`config.mk`:
```
export PLATFORM = sky130hd
export DESIGN_NAME = ece_back
export DESIGN_NICKNAME = d
export VERILOG_FILES = /design/src/ece_pkg.sv /design/src/ece_back.sv
export SDC_FILE = /design/constraint.sdc
export NUM_CORES = 1
export LEC_CHECK = 0
export BUFFER_PORTS_ARGS = -buffer_cell sky130_fd_sc_hd__buf_2
export CAP_MARGIN = 20
export CORE_UTILIZATION = 60
export DETAILED_ROUTE_END_ITERATION = 12
export PLACE_DENSITY_LB_ADDON = 0.12
export SYNTH_ARGS = -nofsm -noshare
export SYNTH_HDL_FRONTEND = slang
export SYNTH_SLANG_ARGS = --single-unit
```
`constraint.sdc`:
```
create_clock -name clk -period 10 [get_ports clk]
set_input_delay 2.5 -clock clk [delete_from_list [all_inputs] [get_ports clk]]
set_output_delay 2.5 -clock clk [all_outputs]
set_load 0.005 [all_outputs]
```
`src/ece_pkg.sv`:
```
// Shared types, constants and the elastic curve table for the easing curve evaluator.
// Used by every module under src except ece_ram; depends on nothing else.
`default_nettype none

package ece_pkg;

    // Port widths
    localparam int ALPHA_W = 16;
    localparam int CURVE_W = 3;
    localparam int EASED_W = 16;

    // Fixed point format and table size
    localparam int FRAC_BITS   = 15;
    localparam int TABLE_BITS  = 10;
    localparam int TABLE_DEPTH = 1 << TABLE_BITS;

    // Internal widths
    localparam int A_W    = FRAC_BITS + 1;      // saturated alpha, 0..ONE
    localparam int OPND_W = FRAC_BITS + 5;      // squarer operand, holds 22*alpha
    localparam int PROD_W = 2 * OPND_W;         // full square
    localparam int RES_W  = FRAC_BITS + 2;      // base plus rounded square

    localparam logic [A_W-1:0]    ONE       = A_W'(1) << FRAC_BITS;
    localparam logic [A_W-1:0]    HALF      = A_W'(1) << (FRAC_BITS - 1);
    localparam logic [EASED_W-1:0] EASED_MAX = '1;

    // Bounce segment limits on 11*alpha and segment offsets
    localparam logic [OPND_W-1:0] BNC_LIM1 = OPND_W'(4) << FRAC_BITS;
    localparam logic [OPND_W-1:0] BNC_LIM2 = OPND_W'(8) << FRAC_BITS;
    localparam logic [OPND_W-1:0] BNC_LIM3 = OPND_W'(10) << FRAC_BITS;
    localparam logic [OPND_W-1:0] BNC_M2   = OPND_W'(12) << FRAC_BITS;
    localparam logic [OPND_W-1:0] BNC_M3   = OPND_W'(18) << FRAC_BITS;
    localparam logic [OPND_W-1:0] BNC_M4   = OPND_W'(21) << FRAC_BITS;
    localparam logic [A_W-1:0]    BNC_K2   = (ONE >> 2) * A_W'(3);
    localparam logic [A_W-1:0]    BNC_K3   = (ONE >> 4) * A_W'(15);
    localparam logic [A_W-1:0]    BNC_K4   = (ONE >> 6) * A_W'(63);

    // Curve codes
    typedef enum logic [CURVE_W-1:0] {
        CURVE_LINEAR   = 3'd0,
        CURVE_IN       = 3'd1,
        CURVE_OUT      = 3'd2,
        CURVE_IN_OUT   = 3'd3,
        CURVE_BOUNCE   = 3'd4,
        CURVE_ELASTIC  = 3'd5
    } curve_e;

    // How the final stage forms the result
    typedef enum logic [1:0] {
        OP_PASS = 2'd0,     // base only
        OP_ADD  = 2'd1,     // base + rounded square
        OP_SUB  = 2'd2,     // base - rounded square
        OP_ROM  = 2'd3      // elastic table entry
    } op_e;

    // Rounding shift applied to the square
    typedef enum logic [1:0] {
        SH_F   = 2'd0,
        SH_FM1 = 2'd1,
        SH_FP1 = 2'd2,
        SH_FP6 = 2'd3
    } shift_e;

    typedef struct packed {
        op_e                   op;
        shift_e                sh;
        logic [A_W-1:0]        base;
        logic [OPND_W-1:0]     u;
        logic [TABLE_BITS-1:0] idx;
    } s1_t;

    typedef struct packed {
        op_e               op;
        shift_e            sh;
        logic [A_W-1:0]    base;
        logic [PROD_W-1:0] prod;
    } s2_t;

    typedef logic [EASED_W-1:0] elastic_rom_t [TABLE_DEPTH];

    // Round half up and drop s bits; s is a constant at every call site
    function automatic logic [PROD_W:0] round_shift(input logic [PROD_W-1:0] p,
                                                    input int unsigned s);
        logic [PROD_W:0] sum;
        sum = {1'b0, p} + ((PROD_W + 1)'(1) << (s - 1));
        return sum >> s;
    endfunction

    // Q30 helpers for building the elastic table at elaboration
    localparam logic [63:0] Q30_ONE   = 64'd1 << 30;
    localparam logic [63:0] Q30_MASK  = Q30_ONE - 64'd1;
    localparam logic [63:0] Q28_ONE   = 64'd1 << 28;
    localparam logic [63:0] LN2_Q30   = 64'd744261118;
    localparam logic [63:0] TWOPI_Q30 = 64'd6746518852;

    // One table entry: 1 + 2^(-t) * sin((t - 0.75) * 2pi/3), t = 10*idx/DEPTH
    function automatic logic [EASED_W-1:0] elastic_entry(input logic [TABLE_BITS-1:0] idx);
        logic [63:0] t;
        logic [63:0] k;
        logic [63:0] y;
        logic [63:0] p;
        logic [63:0] term;
        logic [63:0] s;
        logic [63:0] e;
        logic [63:0] ph;
        logic [63:0] q;
        logic [63:0] r;
        logic [63:0] x;
        logic [63:0] x2;
        logic [63:0] mag;
        logic [63:0] v;
        logic        neg;
        int          n;
        t = ((64'd10 * 64'(idx)) << 30) >> TABLE_BITS;

        // exponent factor, series of exp(-f*ln2), then shift by the integer part
        k = t >> 30;
        y = ((t & Q30_MASK) * LN2_Q30) >> 30;
        term = Q30_ONE;
        s = Q30_ONE;
        for (n = 1; n <= 10; n++) begin
            p = (term * y) >> 30;
            unique case (n)
                1:       term = p / 64'd1;
                2:       term = p / 64'd2;
                3:       term = p / 64'd3;
                4:       term = p / 64'd4;
                5:       term = p / 64'd5;
                6:       term = p / 64'd6;
                7:       term = p / 64'd7;
                8:       term = p / 64'd8;
                9:       term = p / 64'd9;
                default: term = p / 64'd10;
            endcase
            if (n % 2 == 1) begin
                s = s - term;
            end
            else begin
                s = s + term;
            end
        end
        e = s >> k[3:0];

        // sine factor: phase in turns, folded to the first quadrant
        ph = ((t + (64'd9 << 28)) / 64'd3) & Q30_MASK;
        q = (ph >> 28) & 64'd3;
        r = ph & (Q28_ONE - 64'd1);
        if (q[0]) begin
            r = Q28_ONE - r;
        end
        x = (r * TWOPI_Q30) >> 30;
        x2 = (x * x) >> 30;
        term = x;
        s = x;
        for (n = 1; n <= 7; n++) begin
            p = (term * x2) >> 30;
            unique case (n)
                1:       term = p / 64'd6;
                2:       term = p / 64'd20;
                3:       term = p / 64'd42;
                4:       term = p / 64'd72;
                5:       term = p / 64'd110;
                6:       term = p / 64'd156;
                default: term = p / 64'd210;
            endcase
            if (n % 2 == 1) begin
                s = (s > term) ? s - term : 64'd0;
            end
            else begin
                s = s + term;
            end
        end
        neg = (q >= 64'd2);

        mag = (e * s) >> 30;
        if (neg) begin
            v = (mag >= Q30_ONE) ? 64'd0 : Q30_ONE - mag;
        end
        else begin
            v = Q30_ONE + mag;
        end
        v = (v + (64'd1 << (29 - FRAC_BITS))) >> (30 - FRAC_BITS);
        if (v > 64'(EASED_MAX)) begin
            v = 64'(EASED_MAX);
        end
        return v[EASED_W-1:0];
    endfunction

    function automatic elastic_rom_t build_elastic_rom();
        elastic_rom_t rom;
        for (int i = 0; i < TABLE_DEPTH; i++) begin
            rom[i] = elastic_entry(TABLE_BITS'(i));
        end
        return rom;
    endfunction

    localparam elastic_rom_t ELASTIC_ROM = build_elastic_rom();

endpackage

`default_nettype wire

```
`src/ece_back.sv`:
```
// Second and third pipeline stages: square the operand, then round, combine and saturate.
// Depends on ece_pkg.
`default_nettype none

module ece_back (
    input  wire logic                         clk,
    input  wire logic                         ld2,
    input  wire logic                         ld3,
    input  wire ece_pkg::s1_t                 s1,
    input  wire logic [ece_pkg::EASED_W-1:0]  rom_data,
    output      logic [ece_pkg::EASED_W-1:0]  eased
);

    ece_pkg::s2_t                  s2_reg;
    logic [ece_pkg::PROD_W:0]      rnd_full;
    logic [ece_pkg::A_W-1:0]       rnd;
    logic [ece_pkg::RES_W-1:0]     res;
    logic [ece_pkg::EASED_W-1:0]   eased_reg;
    logic [ece_pkg::EASED_W-1:0]   eased_next;

    // Stage 2: one square per item
    always_ff @(posedge clk)
    begin
        if (ld2)
        begin
            s2_reg.op   <= s1.op;
            s2_reg.sh   <= s1.sh;
            s2_reg.base <= s1.base;
            s2_reg.prod <= ece_pkg::PROD_W'(s1.u) * ece_pkg::PROD_W'(s1.u);
        end
    end

    // Stage 3: round the square, apply it to the base
    always_comb
    begin
        unique case (s2_reg.sh)
            ece_pkg::SH_F:   rnd_full = ece_pkg::round_shift(s2_reg.prod, ece_pkg::FRAC_BITS);
            ece_pkg::SH_FM1: rnd_full = ece_pkg::round_shift(s2_reg.prod,
                                                             ece_pkg::FRAC_BITS - 1);
            ece_pkg::SH_FP1: rnd_full = ece_pkg::round_shift(s2_reg.prod,
                                                             ece_pkg::FRAC_BITS + 1);
            default:         rnd_full = ece_pkg::round_shift(s2_reg.prod,
                                                             ece_pkg::FRAC_BITS + 6);
        endcase
        rnd = rnd_full[ece_pkg::A_W-1:0];

        unique case (s2_reg.op)
            ece_pkg::OP_ADD: res = ece_pkg::RES_W'(s2_reg.base) + ece_pkg::RES_W'(rnd);
            ece_pkg::OP_SUB: res = ece_pkg::RES_W'(s2_reg.base) - ece_pkg::RES_W'(rnd);
            ece_pkg::OP_ROM: res = ece_pkg::RES_W'(rom_data);
            default:         res = ece_pkg::RES_W'(s2_reg.base);
        endcase

        if (res > ece_pkg::RES_W'(ece_pkg::EASED_MAX))
        begin
            eased_next = ece_pkg::EASED_MAX;
        end
        else
        begin
            eased_next = res[ece_pkg::EASED_W-1:0];
        end
    end

    always_ff @(posedge clk)
    begin
        if (ld3)
        begin
            eased_reg <= eased_next;
        end
    end

    assign eased = eased_reg;

endmodule

`default_nettype wire

```
==> impl_metrics.py, run 1 <==
metrics = {
    "timing": {
        "hold_viol": 0,
        "finalSetupTns_ps": 0,
        "layout_setup_ws_ps": 894,
        "finalSetupViolCount": 0,
        "post-route-min-period_ps": 9110,
        "worstMarginPinSlew_ps": 1010,
        "slew_headroom_pct": 32.6,
        "rsz0062_at_grt": "no",
        "fin_crit_sh_pct": 91.1,
        "fmax_ghz": 0.110,
        "slew_violations": 0,
        "skew_ps": 4.10,
    },
    "finish": {
        "area_growth_pct": 5.69,
        "seq_area_um2": 1800,
        "nFillCells": 2052,
        "finalInstanceArea_um2": 16100,
        "largest_reg_flops": 44,
        "finalNonFillerCells": 1959,
        "multiInputGateArea_um2": 11700,
        "drive_gt1_share_pct": 8.32,
        "fin_nets": 2132,
    },
    "cts": {
        "cts_tree": "yes",
        "cts_resized": 0,
        "cts_num_sinks": 60,
        "clkTransAtPathRegs_ps": 50,
        "hold_buffers": 0,
        "cts_root_buf": "clkbuf_16",
        "post_cts_buffers": 0,
        "h-tree-depth": 3,
        "ctsLongestPathBuffers": 2,
        "cts_buffers": 9,
        "insertion_delay_ps": 330,
    },
    "critical_path": {
        "crit_path_end_kind": "register",
        "critPathLaunchType": "input port",
        "cp_data_required_time_ps": 10080,
        "r2r_slack_ps": 3700,
        "r2r-start": "s2_reg[56]",
        "startpoint": "s1[17]",
        "worst_ep_arrival_time_ps": 9190,
        "regToRegEndpoint": "eased[13]",
        "r2r_cells": 20,
        "crit_type": "in2reg",
        "crit_path_max_fanout": 21,
        "worstSetupEndpoint": "s2_reg[32]",
    },
    "synth": {
        "synth_edf_count": 60,
        "syn_area_um2": 15300,
        "synthArstFlopShare_pct": 0,
        "yosys.area.top_type": "fa_1",
        "synthesis.nets": 2090,
        "syn_inst": 1587,
        "ys_seq_area_share_pct": 11.8,
        "synth_seq_cells": 60,
        "synth_top_flop_cell": "edfxtp_1",
        "avgSynthCellArea_um2": 9.61,
        "synth_top_area_share_pct": 36.7,
        "yosysWarnings": 0,
        "synthDistinctLibCells": 74,
        "ys_top_cells_by_area": "fa_1 (37%), ha_1 (13%), edfxtp_1 (12%)",
    },
    "routing": {
        "drt_iter0_drc": 637,
        "drtAntennaViolNets": 0,
        "viasPerCell": 5.46,
        "vias": 10700,
        "finalWirelength_um": 30700,
        "first_pass_iters": 7,
        "drc": 0,
        "wl_per_cell_um": 15.7,
    },
    "place": {
        "pre_cts_ws_ps": 576,
        "placed_cells": 1942,
        "dpl.hpwl_um": 25800,
        "routabilityCongestion": 0.875,
        "port_buffers": 74,
        "place_area_um2": 15800,
    },
    "grt": {
        "gr-total-overflow": 0,
        "antenna_found_initial": 0,
        "grt_pass1_wl_um": 52500,
        "grt_max_degree": 45,
        "grt_pass1_vias": 11200,
        "grt_usage_pct": 25.3,
    },
    "hold_path": {
        "hold_class": "reg2reg",
    },
    "status": {
        "status": "completed",
    },
    "floorplan": {
        "dieArea_um2": 26100,
        "die_w_um": 161,
        "row_count": 57,
        "fp.coreArea_um2": 24600,
        "die-height_um": 161,
        "num_io_pins": 85,
        "start_util_pct": 62.0,
    },
    "job": {
        "cap_violations": 0,
    },
}
-- routing by layer --
metal	GRT usage [%]	routed length [um]	vias to the layer above
met5	0	0	-
met4	5.45	338	0
met3	2.59	1230	28
met2	45.1	15800	222
met1	33.5	13400	5369
li1	-	-	5073
-- placed cells by master (no fill, tap or decap), drive strengths merged, types with 7 or more instances in the layout --
master and count:
nand3 27, a21o 13, and3 8, a31oi 9, nand2 117, and2 93
nand2b 10, nor2b 12, o21ai 32, o21a 7, clkbuf 10, buf 79
inv 409, a211oi 12, edfxtp 60, ha 154, a21oi 43, xor2 22
or3 9, nor3 20, fa 280, nand4 10, xnor2 43, or2 7
nor2 53, mux4 17
-- final cells by class --
cell class	instances	share of cell area, %
antenna	1	0.0155
clock buffer	10	1.42
clock inverter	6	0.396
inverter	408	9.50
multi-input combinational	1071	72.5
sequential	60	11.2
tap	324	2.51
timing repair buffer	79	2.53
-- Yosys cell counts, types with 4 or more instances --
cell type and count:
nor3_1 19, nor2b_1 12, a21o_1 13, and3_1 5
clkbuf_1 39, nor2_1 53, nand2b_1 10, nand4b_1 4
xor2_1 21, o21ai_0 31, xnor2_1 41, nand3_1 27
edfxtp_1 60, o211ai_1 5, a2111oi_0 5, mux4_2 15
nand2_1 117, o31a_1 4, or3_1 9, o31ai_1 6
fa_1 280, nand4_1 7, and2_1 92, o21a_1 7
a21oi_1 43, ha_1 154, inv_1 408, or2_2 7
a211oi_1 12, a31oi_1 9
-- worst max-delay path: stages --
cell and delay, ps:
buf_2 440, and2_1 250, inv_1 70, fa_1 530
inv_1 60, fa_1 530, inv_1 60, fa_1 520
inv_1 60, fa_1 490, fa_1 490, inv_1 50
fa_1 380, fa_1 540, inv_1 40, ha_1 340
a211oi_1 280, o21ai_0 140, a211oi_1 290, o211ai_1 270
o21ai_0 360, o21bai_1 120, mux2_2 280, o31a_1 110
-- logic make-up after synthesis --
family	Yosys count	share of synthesized area, %
buffers and inverters	456	11.6
adder cells (fa/ha/maj)	434	49.4
AND/OR/NAND/NOR	382	13.0
AO/OA/AOI/OAI	169	7.46
XOR/XNOR	65	3.88
flip-flops	60	11.8
multiplexers	21	2.85
-- how the worst min path moves through the flow --
stage	startpoint	endpoint	slack, ps	cells past startpoint
final	s2_reg[40]	eased[0]	650	2
after global routing	s2_reg[40]	eased[0]	700	2
after CTS	s2_reg[40]	eased[0]	650	2
after detailed placement	s2_reg[40]	eased[0]	630	2
after global placement	s2_reg[40]	eased[0]	620	2
after floorplan	s2_reg[40]	eased[0]	570	2
-- metrics by stage --
step,utilization (%),hold slack (ps)
floorplan,-,568
global placement,64.3,623
detailed placement,64.3,633
CTS,65.5,645
global route,65.5,699
finish,65.5,646
Power of run 1 is left out: the tool's default activity adds up to more than one toggle a clock period on the data nets, which glitch-free logic cannot reach.
==> inputs of run 2 (changes only) <==
==> constraint.sdc (replaced) <==
create_clock -name clk -period 10 [get_ports clk]
set_input_delay 2 -clock clk [delete_from_list [all_inputs] [get_ports clk]]
set_output_delay 2 -clock clk [all_outputs]
set_load 0.005 [all_outputs]
==> impl_metrics.py, run 2 (synthesis results as in run 1) <==
metrics = {
    "timing": {
        "slew_violations": 0,
        "fmax_ghz": 0.114,
        "rsz0062_at_grt": "no",
        "skew_ps": 11.1,
        "hold_ws_ps": 635,
        "fin_crit_sh_pct": 88.0,
        "finalSetupTns_ps": 0,
        "hold_viol": 0,
        "finalSetupViolCount": 0,
        "worstMarginPinSlew_ps": 1020,
        "post-route-min-period_ps": 8800,
        "slew_headroom_pct": 31.9,
    },
    "place": {
        "port_buffers": 74,
        "routabilityCongestion": 0.894,
        "dpl.hpwl_um": 26000,
        "placed_cells": 1940,
    },
    "routing": {
        "met1_length_um": 13700,
        "first_pass_iters": 5,
        "top_layer": "met4",
        "finalWirelength_um": 30900,
        "vias": 10700,
        "drtAntennaViolNets": 0,
        "viasPerCell": 5.48,
        "wl_per_cell_um": 15.8,
        "met2_wirelength_um": 16100,
        "drc": 0,
        "dr_wl_met3_um": 921,
        "drt_iter0_drc": 602,
    },
    "grt": {
        "grt_pass1_vias": 11700,
        "antenna_found_initial": 0,
        "gr-total-overflow": 0,
        "grt_max_degree": 45,
        "grt_pass1_wl_um": 54100,
        "grt_usage_pct": 26.0,
    },
    "critical_path": {
        "critPathLaunchType": "input port",
        "worst_ep_arrival_time_ps": 8880,
        "cpMostUsedCell": "fa_1",
        "max_stage_delay_ps": 680,
        "path_cells": "buf_2 -> and2_1 -> inv_1 -> fa_1 -> inv_1 -> fa_1 -> inv_1 -> fa_1 -> inv_1 -> fa_1 -> fa_1 -> inv_1 -> fa_1 -> inv_1 -> fa_1 -> ha_1 -> nand4_1 -> a2111oi_0 -> o21ai_0 -> a31oi_1 -> o41ai_1 -> o31a_1",
        "worstSetupEndpoint": "s2_reg[32]",
        "r2r-start": "s2_reg[56]",
        "crit_path_end_kind": "register",
        "crit_path_max_fanout": 21,
        "regToRegEndpoint": "eased[11]",
        "startpoint": "s1[17]",
        "crit_type": "in2reg",
        "r2r_slack_ps": 3710,
        "cp_slowest_cell": "a2111oi_0",
        "r2r_cells": 20,
        "cp_data_required_time_ps": 10080,
    },
    "finish": {
        "antennaDiodeCount": 0,
        "final_core_util_pct": 65.4,
        "area_growth_pct": 5.50,
        "fin_nets": 2130,
        "drive_gt1_share_pct": 8.09,
        "nFillCells": 2094,
        "final_cell_mix": "inv_1 (408), fa_1 (280), ha_1 (154), nand2_1 (117), and2_1 (92)",
        "largest_reg_flops": 44,
        "layout_commonest_cell": "inv_1",
        "finalNonFillerCells": 1955,
    },
    "cts": {
        "hold_buffers": 0,
        "cts_num_sinks": 60,
        "clkTransAtPathRegs_ps": 50,
        "cts_tree": "yes",
        "cts_resized": 0,
        "cts_root_buf": "clkbuf_16",
        "cts_buffers": 9,
        "h-tree-depth": 3,
        "post_cts_buffers": 0,
        "ctsLongestPathBuffers": 2,
        "insertion_delay_ps": 340,
    },
    "floorplan": {
        "row_count": 57,
        "fp.coreArea_um2": 24600,
        "dieArea_um2": 26100,
        "die_w_um": 161,
        "num_io_pins": 85,
        "start_util_pct": 62.0,
        "die-height_um": 161,
    },
    "hold_path": {
        "hold_class": "reg2reg",
    },
    "job": {
        "cap_violations": 0,
    },
    "status": {
        "status": "completed",
    },
}
-- run 2: area by class of cell --
type	instances	area [um2]	area share, %
Multi-Input combinational cell	1071	11700	72.6
Inverter	408	1530	9.51
Tap cell	324	405	2.52
Clock inverter	6	56.3	0.350
Sequential cell	60	1800	11.2
Clock buffer	9	225	1.40
Timing Repair Buffer	77	393	2.44
-- run 2: critical path, delay by kind of cell --
family	cells	cell delay [ps]
buffers and inverters	7	760
adder cells (fa/ha/maj)	8	3860
AO/OA/AOI/OAI	5	1890
AND/OR/NAND/NOR	2	370
-- run 2: per-layer routing --
| metal | vias up | track usage [%] |
|---|---|---|
| met4 | 0 | 4.03 |
| li1 | 5069 | - |
| met1 | 5441 | 34.0 |
| met2 | 178 | 48.0 |
| met3 | 24 | 1.90 |
| met5 | - | 0 |
-- run 2: per-stage QoR --
stage	cell area, um2	setup slack (ps)
after floorplan	15300	1540
after global placement	15800	917
after detailed placement	15800	918
after CTS	16100	1230
after global routing	16100	646
final	16100	1200
-- run 2: worst min path at each step --
| stage | start | endpoint | slack, ps | depth (start not counted) |
|---|---|---|---|---|
| finish | s2_reg[40] | eased[0] | 630 | 2 |
| global route | s2_reg[45] | eased[5] | 660 | 2 |
| CTS | s2_reg[40] | eased[0] | 640 | 2 |
| detailed placement | s2_reg[40] | eased[0] | 630 | 2 |
| global placement | s2_reg[40] | eased[0] | 620 | 2 |
| floorplan | s2_reg[40] | eased[0] | 570 | 2 |
Power of run 2 is left out for the same reason.
==> inputs of run 3 (changes only) <==
- PLACE_DENSITY: default -> 0.79
- PLACE_DENSITY_LB_ADDON: 0.12 -> default
==> impl_metrics.py, run 3 (synthesis results as in run 1) <==
metrics = {
    "cts": {
        "cts_root_buf": "clkbuf_16",
        "insertion_delay_ps": 340,
        "cts_resized": 0,
        "cts_num_sinks": 60,
        "clkTransAtPathRegs_ps": 50,
        "ctsLongestPathBuffers": 2,
        "post_cts_buffers": 0,
        "cts_tree": "yes",
        "hold_buffers": 0,
        "h-tree-depth": 3,
        "cts_buffers": 9,
    },
    "critical_path": {
        "crit_type": "in2reg",
        "worst_ep_arrival_time_ps": 9000,
        "critPathLaunchType": "input port",
        "max_stage_delay_ps": 840,
        "crit_buf_inv": 5,
        "r2r_cells": 20,
        "cp_data_required_time_ps": 10090,
        "crit_path_end_kind": "register",
        "regToRegEndpoint": "eased[13]",
        "cp_slowest_cell": "a2111oi_0",
        "crit_path_max_fanout": 19,
        "cpMostUsedCell": "fa_1",
        "path_cells": "buf_2 -> inv_1 -> fa_1 -> fa_1 -> fa_1 -> inv_1 -> ha_1 -> ha_1 -> inv_1 -> fa_1 -> inv_1 -> fa_1 -> ha_1 -> a21boi_0 -> o211ai_1 -> a2111oi_0 -> o21ai_0 -> a31oi_1 -> o41ai_1 -> o31a_1",
        "crit_family": "adder cells",
        "r2r_slack_ps": 3780,
        "r2r-start": "s2_reg[56]",
    },
    "finish": {
        "antennaDiodeCount": 0,
        "seq_area_um2": 1800,
        "fin_nets": 2127,
        "final_cell_mix": "inv_1 (408), fa_1 (280), ha_1 (154), nand2_1 (117), and2_1 (92)",
        "nFillCells": 1951,
        "drive_gt1_share_pct": 8.10,
        "finalNonFillerCells": 1953,
        "largest_reg_flops": 44,
        "layout_commonest_cell": "inv_1",
        "multiInputGateArea_um2": 11700,
        "area_growth_pct": 5.65,
    },
    "floorplan": {
        "row_count": 57,
        "die_w_um": 161,
        "die-height_um": 161,
        "num_io_pins": 85,
        "fp.coreArea_um2": 24600,
        "dieArea_um2": 26100,
        "start_util_pct": 62.0,
    },
    "place": {
        "dpl.hpwl_um": 26100,
        "placed_cells": 1937,
        "routabilityCongestion": 0.910,
        "port_buffers": 74,
    },
    "hold_path": {
        "holdCritStartpoint": "s2_reg[40]",
        "holdPathStages": 2,
        "hold_class": "reg2reg",
        "hold_end": "eased[0]",
    },
    "routing": {
        "first_pass_iters": 8,
        "drtAntennaViolNets": 0,
        "drt_iter0_drc": 693,
        "vias": 10800,
        "viasPerCell": 5.55,
        "finalWirelength_um": 31400,
        "drc": 0,
        "wl_per_cell_um": 16.1,
    },
    "status": {
        "status": "completed",
    },
    "timing": {
        "skew_ps": 7.41,
        "hold_viol": 0,
        "finalSetupTns_ps": 0,
        "worstMarginPinSlew_ps": 1000,
        "rsz0062_at_grt": "no",
        "slew_violations": 0,
        "fmax_ghz": 0.112,
        "finalSetupViolCount": 0,
        "post-route-min-period_ps": 8910,
        "slew_headroom_pct": 33.0,
        "fin_crit_sh_pct": 89.1,
    },
    "grt": {
        "grt_pass1_wl_um": 55200,
        "grt_pass1_vias": 11900,
        "antenna_found_initial": 0,
        "grt_max_degree": 45,
        "gr-total-overflow": 0,
        "grt_usage_pct": 26.4,
    },
    "job": {
        "cap_violations": 0,
    },
}
## run 3: cell count changes in the layout (fill, tap and decap cells not counted), sizes merged
cell	before	now
buf	77	74
bufinv	1	2
clkinv	5	3
clkinvlp	0	2
## run 3: final cells by class
type / count / area share [%]
clock buffer: 9 / 1.40
clock inverter: 7 / 0.629
inverter: 408 / 9.50
multi-input combinational: 1071 / 72.5
sequential: 60 / 11.2
tap: 324 / 2.51
timing repair buffer: 74 / 2.30
## run 3: worst max-delay path by stage
stage	to	depth (start not counted)	startpoint
CTS	s2_reg[32]	19	s1[14]
global route	s2_reg[32]	19	s1[14]
floorplan	s2_reg[32]	24	s1[14]
finish	s2_reg[32]	20	s1[14]
detailed placement	s2_reg[32]	19	s1[14]
global placement	s2_reg[32]	19	s1[14]
## run 3: metal layers
metal  up-vias  track usage (%)  share of wire (%)
li1       5073                -                  -
met1      5446             33.7                 41
met3        44             2.70                4.4
met2       275             47.8                 52
met4         0             6.99                1.8
met5         -                0                  0
## run 3: worst reg2reg max path: stages, from the launching register on
cell	delay, ps
edfxtp_1	980
mux4_2	670
ha_1	280
nor2_1	160
nor2_1	50
inv_1	80
ha_1	190
o2111ai_1	150
nor3_2	270
mux2_2	380
a21oi_1	160
xnor2_1	140
ha_1	310
a21o_1	220
a21o_1	190
a21oi_1	180
a21oi_1	120
nor3_1	500
nor3_1	180
a21oi_1	560
nand4b_1	180
## run 3: metrics by stage
stage / hold slack, ps / cell area, um2 / util [%] / setup slack [ps]
2_1_floorplan: 568 / 15300 / - / 1540
3_3_place_gp: 601 / 15800 / 64.2 / 1060
3_5_place_dp: 606 / 15800 / 64.2 / 831
4_1_cts: 618 / 16100 / 65.5 / 1160
5_1_grt: 677 / 16100 / 65.5 / 826
6_report: 627 / 16100 / 65.5 / 1090
Power of run 3 is left out for the same reason.
