<file path="src/ece_pkg.sv">
// Shared types, constants and the elastic curve table for the easing curve evaluator.
// Used by every module under src except ece_ram; depends on nothing else.
`default_nettype none

package ece_pkg;

    // Port widths
    localparam int ALPHA_W = 16;
    localparam int CURVE_W = 3;
    localparam int EASED_W = 16;

    // Fixed point format and table size
    localparam int FRAC_BITS   = 15;
    localparam int TABLE_BITS  = 10;
    localparam int TABLE_DEPTH = 1 << TABLE_BITS;

    // Internal widths
    localparam int A_W    = FRAC_BITS + 1;      // saturated alpha, 0..ONE
    localparam int OPND_W = FRAC_BITS + 5;      // squarer operand, holds 22*alpha
    localparam int PROD_W = 2 * OPND_W;         // full square
    localparam int RES_W  = FRAC_BITS + 2;      // base plus rounded square

    localparam logic [A_W-1:0]    ONE       = A_W'(1) << FRAC_BITS;
    localparam logic [A_W-1:0]    HALF      = A_W'(1) << (FRAC_BITS - 1);
    localparam logic [EASED_W-1:0] EASED_MAX = '1;

    // Bounce segment limits on 11*alpha and segment offsets
    localparam logic [OPND_W-1:0] BNC_LIM1 = OPND_W'(4) << FRAC_BITS;
    localparam logic [OPND_W-1:0] BNC_LIM2 = OPND_W'(8) << FRAC_BITS;
    localparam logic [OPND_W-1:0] BNC_LIM3 = OPND_W'(10) << FRAC_BITS;
    localparam logic [OPND_W-1:0] BNC_M2   = OPND_W'(12) << FRAC_BITS;
    localparam logic [OPND_W-1:0] BNC_M3   = OPND_W'(18) << FRAC_BITS;
    localparam logic [OPND_W-1:0] BNC_M4   = OPND_W'(21) << FRAC_BITS;
    localparam logic [A_W-1:0]    BNC_K2   = (ONE >> 2) * A_W'(3);
    localparam logic [A_W-1:0]    BNC_K3   = (ONE >> 4) * A_W'(15);
    localparam logic [A_W-1:0]    BNC_K4   = (ONE >> 6) * A_W'(63);

    // Curve codes
    typedef enum logic [CURVE_W-1:0] {
        CURVE_LINEAR   = 3'd0,
        CURVE_IN       = 3'd1,
        CURVE_OUT      = 3'd2,
        CURVE_IN_OUT   = 3'd3,
        CURVE_BOUNCE   = 3'd4,
        CURVE_ELASTIC  = 3'd5
    } curve_e;

    // How the final stage forms the result
    typedef enum logic [1:0] {
        OP_PASS = 2'd0,     // base only
        OP_ADD  = 2'd1,     // base + rounded square
        OP_SUB  = 2'd2,     // base - rounded square
        OP_ROM  = 2'd3      // elastic table entry
    } op_e;

    // Rounding shift applied to the square
    typedef enum logic [1:0] {
        SH_F   = 2'd0,
        SH_FM1 = 2'd1,
        SH_FP1 = 2'd2,
        SH_FP6 = 2'd3
    } shift_e;

    typedef struct packed {
        op_e                   op;
        shift_e                sh;
        logic [A_W-1:0]        base;
        logic [OPND_W-1:0]     u;
        logic [TABLE_BITS-1:0] idx;
    } s1_t;

    typedef struct packed {
        op_e               op;
        shift_e            sh;
        logic [A_W-1:0]    base;
        logic [PROD_W-1:0] prod;
    } s2_t;

    typedef logic [EASED_W-1:0] elastic_rom_t [TABLE_DEPTH];

    // Round half up and drop s bits; s is a constant at every call site
    function automatic logic [PROD_W:0] round_shift(input logic [PROD_W-1:0] p,
                                                    input int unsigned s);
        logic [PROD_W:0] sum;
        sum = {1'b0, p} + ((PROD_W + 1)'(1) << (s - 1));
        return sum >> s;
    endfunction

    // Q30 helpers for building the elastic table at elaboration
    localparam logic [63:0] Q30_ONE   = 64'd1 << 30;
    localparam logic [63:0] Q30_MASK  = Q30_ONE - 64'd1;
    localparam logic [63:0] Q28_ONE   = 64'd1 << 28;
    localparam logic [63:0] LN2_Q30   = 64'd744261118;
    localparam logic [63:0] TWOPI_Q30 = 64'd6746518852;

    // One table entry: 1 + 2^(-t) * sin((t - 0.75) * 2pi/3), t = 10*idx/DEPTH
    function automatic logic [EASED_W-1:0] elastic_entry(input logic [TABLE_BITS-1:0] idx);
        logic [63:0] t;
        logic [63:0] k;
        logic [63:0] y;
        logic [63:0] p;
        logic [63:0] term;
        logic [63:0] s;
        logic [63:0] e;
        logic [63:0] ph;
        logic [63:0] q;
        logic [63:0] r;
        logic [63:0] x;
        logic [63:0] x2;
        logic [63:0] mag;
        logic [63:0] v;
        logic        neg;
        int          n;
        t = ((64'd10 * 64'(idx)) << 30) >> TABLE_BITS;

        // exponent factor, series of exp(-f*ln2), then shift by the integer part
        k = t >> 30;
        y = ((t & Q30_MASK) * LN2_Q30) >> 30;
        term = Q30_ONE;
        s = Q30_ONE;
        for (n = 1; n <= 10; n++) begin
            p = (term * y) >> 30;
            unique case (n)
                1:       term = p / 64'd1;
                2:       term = p / 64'd2;
                3:       term = p / 64'd3;
                4:       term = p / 64'd4;
                5:       term = p / 64'd5;
                6:       term = p / 64'd6;
                7:       term = p / 64'd7;
                8:       term = p / 64'd8;
                9:       term = p / 64'd9;
                default: term = p / 64'd10;
            endcase
            if (n % 2 == 1) begin
                s = s - term;
            end
            else begin
                s = s + term;
            end
        end
        e = s >> k[3:0];

        // sine factor: phase in turns, folded to the first quadrant
        ph = ((t + (64'd9 << 28)) / 64'd3) & Q30_MASK;
        q = (ph >> 28) & 64'd3;
        r = ph & (Q28_ONE - 64'd1);
        if (q[0]) begin
            r = Q28_ONE - r;
        end
        x = (r * TWOPI_Q30) >> 30;
        x2 = (x * x) >> 30;
        term = x;
        s = x;
        for (n = 1; n <= 7; n++) begin
            p = (term * x2) >> 30;
            unique case (n)
                1:       term = p / 64'd6;
                2:       term = p / 64'd20;
                3:       term = p / 64'd42;
                4:       term = p / 64'd72;
                5:       term = p / 64'd110;
                6:       term = p / 64'd156;
                default: term = p / 64'd210;
            endcase
            if (n % 2 == 1) begin
                s = (s > term) ? s - term : 64'd0;
            end
            else begin
                s = s + term;
            end
        end
        neg = (q >= 64'd2);

        mag = (e * s) >> 30;
        if (neg) begin
            v = (mag >= Q30_ONE) ? 64'd0 : Q30_ONE - mag;
        end
        else begin
            v = Q30_ONE + mag;
        end
        v = (v + (64'd1 << (29 - FRAC_BITS))) >> (30 - FRAC_BITS);
        if (v > 64'(EASED_MAX)) begin
            v = 64'(EASED_MAX);
        end
        return v[EASED_W-1:0];
    endfunction

    function automatic elastic_rom_t build_elastic_rom();
        elastic_rom_t rom;
        for (int i = 0; i < TABLE_DEPTH; i++) begin
            rom[i] = elastic_entry(TABLE_BITS'(i));
        end
        return rom;
    endfunction

    localparam elastic_rom_t ELASTIC_ROM = build_elastic_rom();

endpackage

`default_nettype wire

</file>
<file path="src/ece_front.sv">
// First pipeline stage: saturate alpha, decode the curve, form the squarer operand.
// Depends on ece_pkg.
`default_nettype none

module ece_front (
    input  wire logic                         clk,
    input  wire logic                         ld,
    input  wire logic [ece_pkg::ALPHA_W-1:0]  alpha,
    input  wire logic [ece_pkg::CURVE_W-1:0]  curve,
    output      ece_pkg::s1_t                 s1
);

    ece_pkg::s1_t                   s1_reg;
    ece_pkg::s1_t                   s1_next;
    logic [ece_pkg::A_W-1:0]        a_sat;
    logic [ece_pkg::OPND_W-1:0]     a11;
    logic [ece_pkg::OPND_W-1:0]     a22;
    logic [ece_pkg::OPND_W-1:0]     m_one;
    logic [ece_pkg::A_W-1:0]        k_off;

    always_comb
    begin
        a_sat = (alpha > ece_pkg::ALPHA_W'(ece_pkg::ONE)) ? ece_pkg::ONE
                                                        : ece_pkg::A_W'(alpha);
        a11   = ece_pkg::OPND_W'(a_sat) * ece_pkg::OPND_W'(11);
        a22   = a11 << 1;

        // Bounce segment select
        priority if (a11 < ece_pkg::BNC_LIM1)
        begin
            m_one = '0;
            k_off = '0;
        end
        else if (a11 < ece_pkg::BNC_LIM2)
        begin
            m_one = ece_pkg::BNC_M2;
            k_off = ece_pkg::BNC_K2;
        end
        else if (a11 < ece_pkg::BNC_LIM3)
        begin
            m_one = ece_pkg::BNC_M3;
            k_off = ece_pkg::BNC_K3;
        end
        else
        begin
            m_one = ece_pkg::BNC_M4;
            k_off = ece_pkg::BNC_K4;
        end

        s1_next.op   = ece_pkg::OP_PASS;
        s1_next.sh   = ece_pkg::SH_F;
        s1_next.base = a_sat;
        s1_next.u    = ece_pkg::OPND_W'(a_sat);
        s1_next.idx  = a_sat[ece_pkg::FRAC_BITS-1 -: ece_pkg::TABLE_BITS];

        unique case (ece_pkg::curve_e'(curve))
            ece_pkg::CURVE_IN:
            begin
                s1_next.op   = ece_pkg::OP_ADD;
                s1_next.base = '0;
            end
            ece_pkg::CURVE_OUT:
            begin
                s1_next.op   = ece_pkg::OP_SUB;
                s1_next.base = ece_pkg::ONE;
                s1_next.u    = ece_pkg::OPND_W'(ece_pkg::ONE - a_sat);
            end
            ece_pkg::CURVE_IN_OUT:
            begin
                if (a_sat < ece_pkg::HALF)
                begin
                    s1_next.op   = ece_pkg::OP_ADD;
                    s1_next.sh   = ece_pkg::SH_FM1;
                    s1_next.base = '0;
                end
                else
                begin
                    s1_next.op   = ece_pkg::OP_SUB;
                    s1_next.sh   = ece_pkg::SH_FP1;
                    s1_next.base = ece_pkg::ONE;
                    s1_next.u    = ece_pkg::OPND_W'(ece_pkg::ONE - a_sat) << 1;
                end
            end
            ece_pkg::CURVE_BOUNCE:
            begin
                s1_next.op   = ece_pkg::OP_ADD;
                s1_next.sh   = ece_pkg::SH_FP6;
                s1_next.base = k_off;
                s1_next.u    = (a22 >= m_one) ? a22 - m_one : m_one - a22;
            end
            ece_pkg::CURVE_ELASTIC:
            begin
                // Endpoints are exact; everything between comes from the table
                if (a_sat == '0)
                begin
                    s1_next.base = '0;
                end
                else if (a_sat != ece_pkg::ONE)
                begin
                    s1_next.op = ece_pkg::OP_ROM;
                end
            end
            default:
            begin
                s1_next.op = ece_pkg::OP_PASS;
            end
        endcase
    end

    always_ff @(posedge clk)
    begin
        if (ld)
        begin
            s1_reg <= s1_next;
        end
    end

    assign s1 = s1_reg;

endmodule

`default_nettype wire

</file>
<file path="config.mk">
export PLATFORM = sky130hd
export DESIGN_NAME = ece_front
export DESIGN_NICKNAME = d
export VERILOG_FILES = /design/src/ece_pkg.sv /design/src/ece_front.sv
export SDC_FILE = /design/constraint.sdc
export NUM_CORES = 1
export LEC_CHECK = 0
export BUFFER_PORTS_ARGS = -buffer_cell sky130_fd_sc_hd__buf_2
export CORE_ASPECT_RATIO = 0.75
export CORE_MARGIN = 4
export CORE_UTILIZATION = 60
export DETAILED_ROUTE_END_ITERATION = 10
export PLACE_DENSITY = 0.85
export SETUP_SLACK_MARGIN = 0.1
export SKIP_CTS_REPAIR_TIMING = 1
export SLEW_MARGIN = 30
export SYNTH_ARGS = -nofsm -noshare
export SYNTH_HDL_FRONTEND = slang
export SYNTH_SLANG_ARGS = --single-unit
</file>
<file path="constraint.sdc">
create_clock -name clk -period 13.9 [get_ports clk]
set_clock_uncertainty 0.15 [all_clocks]
set_input_delay 1.39 -clock clk [delete_from_list [all_inputs] [get_ports clk]]
set_output_delay 1.39 -clock clk [all_outputs]
set_load 0.1 [all_outputs]
</file>
==> results of run 1 <==
## cells in the mapped netlist (4+ instances only)
cell | instances | area (um2)
a21o_1 | 8 | 60.06
a21oi_1 | 43 | 215.2
a22oi_1 | 9 | 67.56
a31oi_1 | 6 | 37.54
and3_1 | 6 | 37.54
clkbuf_1 | 20 | 75.07
edfxtp_1 | 50 | 1501
fa_1 | 14 | 280.3
ha_1 | 47 | 588.1
inv_1 | 69 | 259.0
mux2i_1 | 4 | 40.04
nand2_1 | 54 | 202.7
nand2b_1 | 11 | 68.82
nand3_1 | 14 | 70.07
nand4_1 | 4 | 25.02
nor2_1 | 37 | 138.9
nor2b_1 | 9 | 56.30
nor3_1 | 17 | 85.08
nor4_1 | 5 | 31.28
o21a_1 | 5 | 37.54
o21ai_0 | 36 | 180.2
o21ai_1 | 7 | 35.03
o22ai_1 | 10 | 62.56
or2_2 | 6 | 37.54
or3_1 | 7 | 43.79
xnor2_1 | 24 | 210.2
xor2_1 | 13 | 113.9
## path summary, 6_finish.rpt
path,depth (start not counted),end,start,slack [ns]
worst max-delay path,31,s1[13],alpha[10],4.90
worst min-delay path,2,s1[10],alpha[0],1.32
## cells by family after synthesis
group / count (synthesis) / synth area share [%]
buffers and inverters: 94 / 6.995
AO/OA/AOI/OAI: 178 / 23.37
XOR/XNOR: 37 / 6.226
adder cells (fa/ha/maj): 61 / 16.68
multiplexers: 6 / 1.202
AND/OR/NAND/NOR: 179 / 16.68
flip-flops: 50 / 28.85
## per-stage QoR
step | setup WS, ns | utilization (%) | total power (uW) | cell area (um2)
after floorplan | 5.794 | - | 556.3 | 5205
after global placement | 4.989 | 66.15 | 634.6 | 5593
after detailed placement | 4.775 | 66.26 | 641.0 | 5602
after CTS | 5.021 | 67.91 | 757.9 | 5742
after global routing | 4.160 | 67.91 | 807.8 | 5742
final | 4.901 | 67.91 | 769.1 | 5742
## routing by layer
metal	share of wire [%]	vias to the layer above	wire [um]	track usage, %
met5	0	-	0	0
met4	2.4	0	368	10.13
li1	-	2297	-	-
met3	12	47	1828	5.195
met1	42	2329	6373	41.57
met2	43	365	6483	45.12
## report_power, final
group / switching, uW / leakage, uW / internal [uW]
clock network: 54.8 / 0.0000619 / 65.8
logic: 325 / 0.00198 / 134
registers: 3.79 / 0.000481 / 185
## area by class of cell
class	count	area, um2
Clock inverter	2	15.01
Clock buffer	5	125.1
Timing Repair Buffer	71	360.3
Fill cell	682	2713
Multi-Input combinational cell	461	3346
Sequential cell	50	1501
Tap cell	108	135.1
Inverter	69	259.0
==> summary.md, run 1 <==
| Metric | Value |
|---|---|
| Status | `complete, no violations` |
| Synthesis-to-finish area growth | `10.31%` |
| Routed wire per std cell | `19.65 um` |
| Mapped Avg Cell Area | `8.603 um2` |
| Fin. Hold Viols | `0` |
| Non-filler instance count after layout | `766` |
| CP bufs+invs | `4` |
| Core area | `8454 um2` |
| Biggest cell delay along the critical path | `0.69 ns` |
| Cells after synthesis | `605` |
| Fraction of registers with async set/reset | `0%` |
| Clock root buffer | `clkbuf_16` |
| TritonCTS Buffers | `5` |
| Std-Cell Rows | `29` |
| Hold Path Class | `in -> reg` |
| Pleak | `0.002528 uW` |
| CTS tree | `built` |
| Max reg flops | `50` |
| Power per cell area | `134.0 nW/um2` |
| Cell Area, Synth | `5205 um2` |
| Vias in the first global route | `4605` |
| Setup_tns | `0 ns` |
| Post-synthesis register bit count | `50` |
| Final period util | `64.74%` |
| Hold_ws | `1.321 ns` |
| Initial DRC Count | `647` |
| Largest net degree at the start of global routing | `51` |
| Die H | `88.66 um` |
| Number of port buffers | `70` |
| Critical Path RT | `13.77 ns` |
| CP max stage cell | `nor3_1` |
| CP arrival | `8.86 ns` |
| Register clock-pin slew on the reported worst setup and hold paths | `0.07 ns` |
| Max-cap violations | `0` |
| First-pass GRT wire length | `23530 um` |
| Nets | `740` |
| Number of synthesized flops with an enable pin | `50` |
| Clk buf depth | `2` |
| Seq/Total Area, Yosys | `28.85%` |
| Setup CP Type | `in -> reg` |
| Antenna Cells | `0` |
| Setup repair after global routing missed its margin | `false` |
| DRT Pass-1 Iters | `6` |
| Most frequent cells in the layout | `69 x inv_1, 69 x buf_2, 54 x nand2_1, 50 x edfxtp_1, 47 x ha_1` |
| Final setup vio count | `0` |
| IO Pins | `71` |
| Via density | `6.577` |
| GRT overflow | `0` |
| Peak Freq | `111.1 MHz` |
| GRT Total Usage | `29.23%` |
| # clock sinks | `50` |
| Placed Cells | `759` |
| Crit path max fanout | `17` |
| Gpl congestion | `1.033` |
| Detailed-route via count | `5038` |
| Mapped Nets | `687` |
| Initial cell density of the core | `61.57%` |
| Tightest Pin Transition | `1.048 ns` |
| Die Wd | `115.6 um` |
| Synth Warn # | `0` |
| Initial antenna violation count | `0` |
| Die Area | `10240 um2` |
| Rel. slew slack | `29.59%` |
| # DRC | `0` |
| Max H-tree Level | `2` |
| Share of layout cells above drive strength 1 | `14.74%` |
| HPWL after DPL | `11610 um` |
| Final Max Tran Viols | `0` |
| Drt total wl | `15050 um` |
| DRT antenna net count | `0` |
| Unique masters post-synth | `67` |
| Setup crit start kind | `primary input` |
| Worst Setup End Kind | `flop` |
| Tmin final | `8.999 ns` |
| CP top delay family | `simple AND/OR/NAND/NOR gates` |
| Main synth FF type | `edfxtp_1` |
| Peak supply drop | `0.1132 mV` |
Note: power is estimated with default switching activity, not from simulation.
==> inputs of run 2 (changes only) <==
- CORE_UTILIZATION: 60 -> 59
- PLACE_DENSITY: 0.85 -> 0.84
- clock period: 13.9 -> 9.4 ns (I/O delays scaled with it)
==> run 2 against run 1 <==
Effect of this change: global-route usage decreased by 1.3 points; via count decreased by 0.77%; wire length decreased by 2.9%; worst hold slack got worse by 0.49 ns; highest routed layer unchanged; combinational power increased by 48%.
==> summary.md, run 2 (synthesis gave the netlist of run 1 again) <==
| Metric | Value |
|---|---|
| Status | `complete, no violations (unchanged)` |
| Worst Setup End Kind | `flop (unchanged)` |
| Reg power frac | `24.2% (was 24.6%)` |
| Switching power | `561.7 uW (was 383.6 uW)` |
| Final period util | `91.53%` |
| Final Max Tran Viols | `0 (unchanged)` |
| HPWL after DPL | `11340 um (was 11610 um)` |
| Setup CP Type | `in -> reg (unchanged)` |
| Setup_tns | `0 ns (unchanged)` |
| Pint | `598.3 uW (was 385.5 uW)` |
| Max-cap violations | `0 (unchanged)` |
| Core area | `8527 um2 (was 8454 um2)` |
| Biggest cell delay along the critical path | `0.54 ns (was 0.69 ns)` |
| Hold Path Class | `in -> reg (unchanged)` |
| Final setup vio count | `0 (unchanged)` |
| GRT Total Usage | `27.96% (was 29.23%)` |
| Clk buf depth | `2 (unchanged)` |
| Routed wire per std cell | `19.06 um (was 19.65 um)` |
| Max reg flops | `50 (unchanged)` |
| Die Wd | `116.5 um (was 115.6 um)` |
| Fin. Hold Viols | `0 (unchanged)` |
| # DRC | `0 (unchanged)` |
| Power Total | `1160 uW (was 769.1 uW)` |
| GRT overflow | `0 (unchanged)` |
| Most used cell, CP | `inv_1` |
| Power per cell area | `201.0 nW/um2 (was 134.0 nW/um2)` |
| Peak Freq | `116.2 MHz` |
| Gpl congestion | `0.9356 (was 1.033)` |
| Initial DRC Count | `810 (was 647)` |
| Antenna Cells | `0 (unchanged)` |
| Detailed-route via count | `4999 (was 5038)` |
| Setup crit start kind | `primary input (unchanged)` |
| Critical Path RT | `9.27 ns (was 13.77 ns)` |
| # clock sinks | `50 (unchanged)` |
| Vias in the first global route | `4532 (was 4605)` |
| First-pass GRT wire length | `23070 um (was 23530 um)` |
| Register clock-pin slew on the reported worst setup and hold paths | `0.06 ns (was 0.07 ns)` |
| DRT Pass-1 Iters | `6 (unchanged)` |
| Crit path max fanout | `17 (unchanged)` |
| Rel. slew slack | `38.31% (was 29.59%)` |
| Setup repair after global routing missed its margin | `false (unchanged)` |
| Initial cell density of the core | `61.04% (was 61.57%)` |
| TritonCTS Buffers | `5 (unchanged)` |
| CP arrival | `8.47 ns (was 8.86 ns)` |
| Clock root buffer | `clkbuf_16 (unchanged)` |
| Largest net degree at the start of global routing | `51 (unchanged)` |
| Via density | `6.518 (was 6.577)` |
| CP max stage cell | `ha_1 (was nor3_1)` |
| Synthesis-to-finish area growth | `10.87% (was 10.31%)` |
| Share of layout cells above drive strength 1 | `14.72% (was 14.74%)` |
| Std-Cell Rows | `29 (unchanged)` |
| Die Area | `10400 um2 (was 10240 um2)` |
| Pleak | `0.002545 uW (was 0.002528 uW)` |
| CTS tree | `built (unchanged)` |
| Tmin final | `8.604 ns` |
| DRT antenna net count | `0 (unchanged)` |
| IO Pins | `71 (unchanged)` |
| Nets | `740 (unchanged)` |
| Peak supply drop | `0.1544 mV (was 0.1132 mV)` |
| WHS Path Cells | `2 (unchanged)` |
| Number of port buffers | `70 (unchanged)` |
| Clock network power share | `17.3% (was 15.7%)` |
| Die H | `89.34 um (was 88.66 um)` |
| Max H-tree Level | `2 (unchanged)` |
| Drt total wl | `14620 um (was 15050 um)` |
| Initial antenna violation count | `0 (unchanged)` |
| Most frequent cells in the layout | `69 x inv_1, 69 x buf_2, 54 x nand2_1, 50 x edfxtp_1, 47 x ha_1 (unchanged)` |
| Switching Share | `48.42% (was 49.88%)` |
| Tightest Pin Transition | `0.9182 ns (was 1.048 ns)` |
| Gate power share | `58.5% (was 59.7%)` |
==> run 2: cell count changes in the layout (fill, tap and decap cells not counted) <==
cell and change:
nor4_1 -1, bufinv_16 +1, clkbuf_1 +2, nor4_2 +1, clkinvlp_4 -2
==> run 2: layer usage <==
layer | routed length, um | GRT usage [%]
met3 | 1971 | 6.225
met5 | 0 | 0
met2 | 6021 | 41.23
met4 | 321 | 8.008
met1 | 6307 | 41.07
==> run 2: cell type report <==
type,count,area (um2)
multi-input cells,461,3352
repair buffers,71,360.3
flip-flops and latches,50,1501
clock buffers,7,132.6
well taps,108,135.1
fillers,692,2756
inverters,69,259.0
clock inverters,1,30.03
==> run 2: final timing paths <==
| kind | startpoint | endpoint |
|---|---|---|
| max | alpha[11] | s1[13] |
| min | alpha[0] | s1[10] |
==> run 2: power by group through the flow <==
stage	Clock (uW)	Combinational, uW	Sequential (uW)
2_1_floorplan	0	369	454
3_3_place_gp	0	653	284
3_5_place_dp	0	662	285
4_1_cts	203	665	280
5_1_grt	212	730	282
6_report	201	679	280
==> run 2: worst max-delay path, delay by kind of cell <==
family / cells / cell delay, ns
compound gates: 10 / 2.27
fa+ha+maj: 4 / 1.54
simple gates: 10 / 2.60
mux: 2 / 0.45
buf+inv: 5 / 0.50
xor+xnor: 1 / 0.18
==> run 2: through the flow <==
stage | utilization (%) | area (um2) | setup WS [ns] | hold WS (ns) | cells
global route | 67.67 | 5771 | 0.2062 | 0.8458 | 767
detailed placement | 65.69 | 5602 | 0.5614 | 1.118 | 759
CTS | 67.60 | 5764 | 0.8224 | 0.8274 | 767
global placement | 65.59 | 5593 | 0.9216 | 1.134 | 759
floorplan | - | 5205 | 1.744 | 0.9025 | 605
finish | 67.67 | 5771 | 0.7963 | 0.8318 | 767
==> inputs of run 3 (changes only) <==
- ABC_CLOCK_PERIOD_IN_PS: not set -> 9400
- CAP_MARGIN: not set -> 20
- RECOVER_POWER: not set -> 25
==> run 3 against run 2 <==
Effect of this change: the flow now finishes with violations (max-capacitance violations, max-slew violations); design area about the same; via count about the same; core utilization about the same; critical path type unchanged; count of clock-buffer cells in the layout unchanged; highest routed layer unchanged; critical endpoint unchanged; power about the same; non-clock buffer count unchanged.
==> summary.md, run 3 (synthesis gave the netlist of run 1 again) <==
| Metric | Value |
|---|---|
| Status | `finished, violations left (was complete, no violations)` |
| Failing checks | `max-capacitance violations, max-slew violations` |
| Tightest Pin Transition | `2.609 ns (was 0.9182 ns)` |
| Gpl congestion | `0.9356 (unchanged)` |
| Pleak | `0.002541 uW (was 0.002545 uW)` |
| CP top delay family | `simple AND/OR/NAND/NOR gates (unchanged)` |
| IO Pins | `71 (unchanged)` |
| Most used cell, CP | `inv_1 (unchanged)` |
| Rel. slew slack | `-73.95% (was 38.31%)` |
| Share of layout cells above drive strength 1 | `14.57% (was 14.72%)` |
| Number of port buffers | `70 (unchanged)` |
| Setup crit start kind | `primary input (unchanged)` |
| Final Util | `67.63% (was 67.67%)` |
| CP bufs+invs | `5 (unchanged)` |
| CTS tree | `built (unchanged)` |
| Peak supply drop | `0.1546 mV (was 0.1544 mV)` |
| CP max stage cell | `ha_1 (unchanged)` |
| CP endpoint | `s1[13] (unchanged)` |
| # clock sinks | `50 (unchanged)` |
| Setup CP Type | `in -> reg (unchanged)` |
| Core area | `8527 um2 (unchanged)` |
| Detailed-route via count | `5000 (was 4999)` |
| TritonCTS Buffers | `5 (unchanged)` |
| Critical Path RT | `9.27 ns (about the same)` |
| Final Max Tran Viols | `51 (was 0)` |
| Setup_tns | `0 ns (unchanged)` |
| Clk buf depth | `2 (unchanged)` |
| GRT overflow | `0 (unchanged)` |
| Max-cap violations | `1 (was 0)` |
| Layout fillers | `694 (was 692)` |
| GRT Total Usage | `27.96% (unchanged)` |
| Std-Cell Rows | `29 (unchanged)` |
| Die Wd | `116.5 um (unchanged)` |
| Largest net degree at the start of global routing | `51 (unchanged)` |
| Final setup vio count | `0 (unchanged)` |
| HPWL after DPL | `11340 um (unchanged)` |
| Routed wire per std cell | `19.08 um (was 19.06 um)` |
| Hold Path Class | `in -> reg (unchanged)` |
| Worst Setup End Kind | `flop (unchanged)` |
| Crit path max fanout | `17 (unchanged)` |
| Fin. Hold Viols | `0 (unchanged)` |
| Most frequent cells in the layout | `69 x inv_1, 69 x buf_2, 54 x nand2_1, 50 x edfxtp_1, 47 x ha_1 (unchanged)` |
| CP Depth | `32 (unchanged)` |
| Vias in the first global route | `4532 (unchanged)` |
| Antenna Cells | `0 (unchanged)` |
| Placed Cells | `759 (unchanged)` |
| Initial cell density of the core | `61.04% (unchanged)` |
| DRT Pass-1 Iters | `7 (was 6)` |
| Die Area | `10400 um2 (unchanged)` |
| Nets | `740 (unchanged)` |
| Non-filler instance count after layout | `767 (unchanged)` |
| Synthesis-to-finish area growth | `10.79% (was 10.87%)` |
| DRT antenna net count | `0 (unchanged)` |
| # DRC | `0 (unchanged)` |
| Peak Freq | `116.5 MHz (was 116.2 MHz)` |
| Biggest cell delay along the critical path | `0.54 ns (about the same)` |
| Power per cell area | `201.2 nW/um2 (was 201.0 nW/um2)` |
| Max H-tree Level | `2 (unchanged)` |
| CP arrival | `8.45 ns (was 8.47 ns)` |
| Initial antenna violation count | `0 (unchanged)` |
| Worst Setup SP | `alpha[11] (unchanged)` |
| Drt total wl | `14640 um (was 14620 um)` |
| Final period util | `91.28% (was 91.53%)` |
| Max reg flops | `50 (unchanged)` |
| Initial DRC Count | `807 (was 810)` |
| First-pass GRT wire length | `23070 um (unchanged)` |
| Clock root buffer | `clkbuf_16 (unchanged)` |
| Setup repair after global routing missed its margin | `false (unchanged)` |
| Tmin final | `8.580 ns (was 8.604 ns)` |
| Register clock-pin slew on the reported worst setup and hold paths | `0.06 ns (about the same)` |
| Die H | `89.34 um (unchanged)` |
| Via density | `6.519 (was 6.518)` |
==> run 3: cell types whose count changed in the layout (fill, tap and decap cells not counted) <==
cell	delta
clkbuf_1	+1
buf_4	-1
==> run 3: through the flow <==
step                      hold WS (ns)  instance area, um2  power (uW)  worst slack, ns
final                           0.8314                5767        1160           0.8196
after global routing            0.8458                5767        1225           0.2062
after global placement           1.134                5593       937.5           0.9216
after floorplan                 0.9025                5205       822.6            1.744
after CTS                       0.8274                5764        1149           0.8224
after detailed placement         1.118                5602       946.7           0.5614
==> run 3: worst min-delay path by stage <==
stage / startpoint / to / cells past startpoint
after global placement: alpha[0] / s1[10] / 2
after global routing: alpha[0] / s1[10] / 2
after CTS: alpha[0] / s1[10] / 2
after floorplan: ld / s1[0] / 0
after detailed placement: alpha[0] / s1[10] / 2
final: alpha[0] / s1[10] / 2
==> run 3: area by class of cell <==
cell class                 instances  area (um2)  area share, %
clock buffer                       7       132.6          2.300
clock inverter                     1       30.03         0.5207
inverter                          69       259.0          4.491
multi-input combinational        461        3352          58.13
sequential                        50        1501          26.04
tap                              108       135.1          2.343
timing repair buffer              71       356.6          6.184
==> run 3: routing by layer <==
metal / vias up / track usage (%) / part of all wire [%] / wire length (um)
met2: 347 / 41.23 / 42 / 6095
met4: 0 / 8.008 / 1.8 / 267
met1: 2305 / 41.07 / 43 / 6320
li1: 2296 / - / - / -
met3: 52 / 6.225 / 13 / 1954
met5: - / 0 / 0 / 0
==> run 3: power breakdown <==
group | internal (uW) | total, uW | leakage, uW | switching, uW
Clock | 126 | 201 | 0.0000781 | 74.8
Sequential | 275 | 281 | 0.000481 | 5.89
Combinational | 198 | 679 | 0.00198 | 481
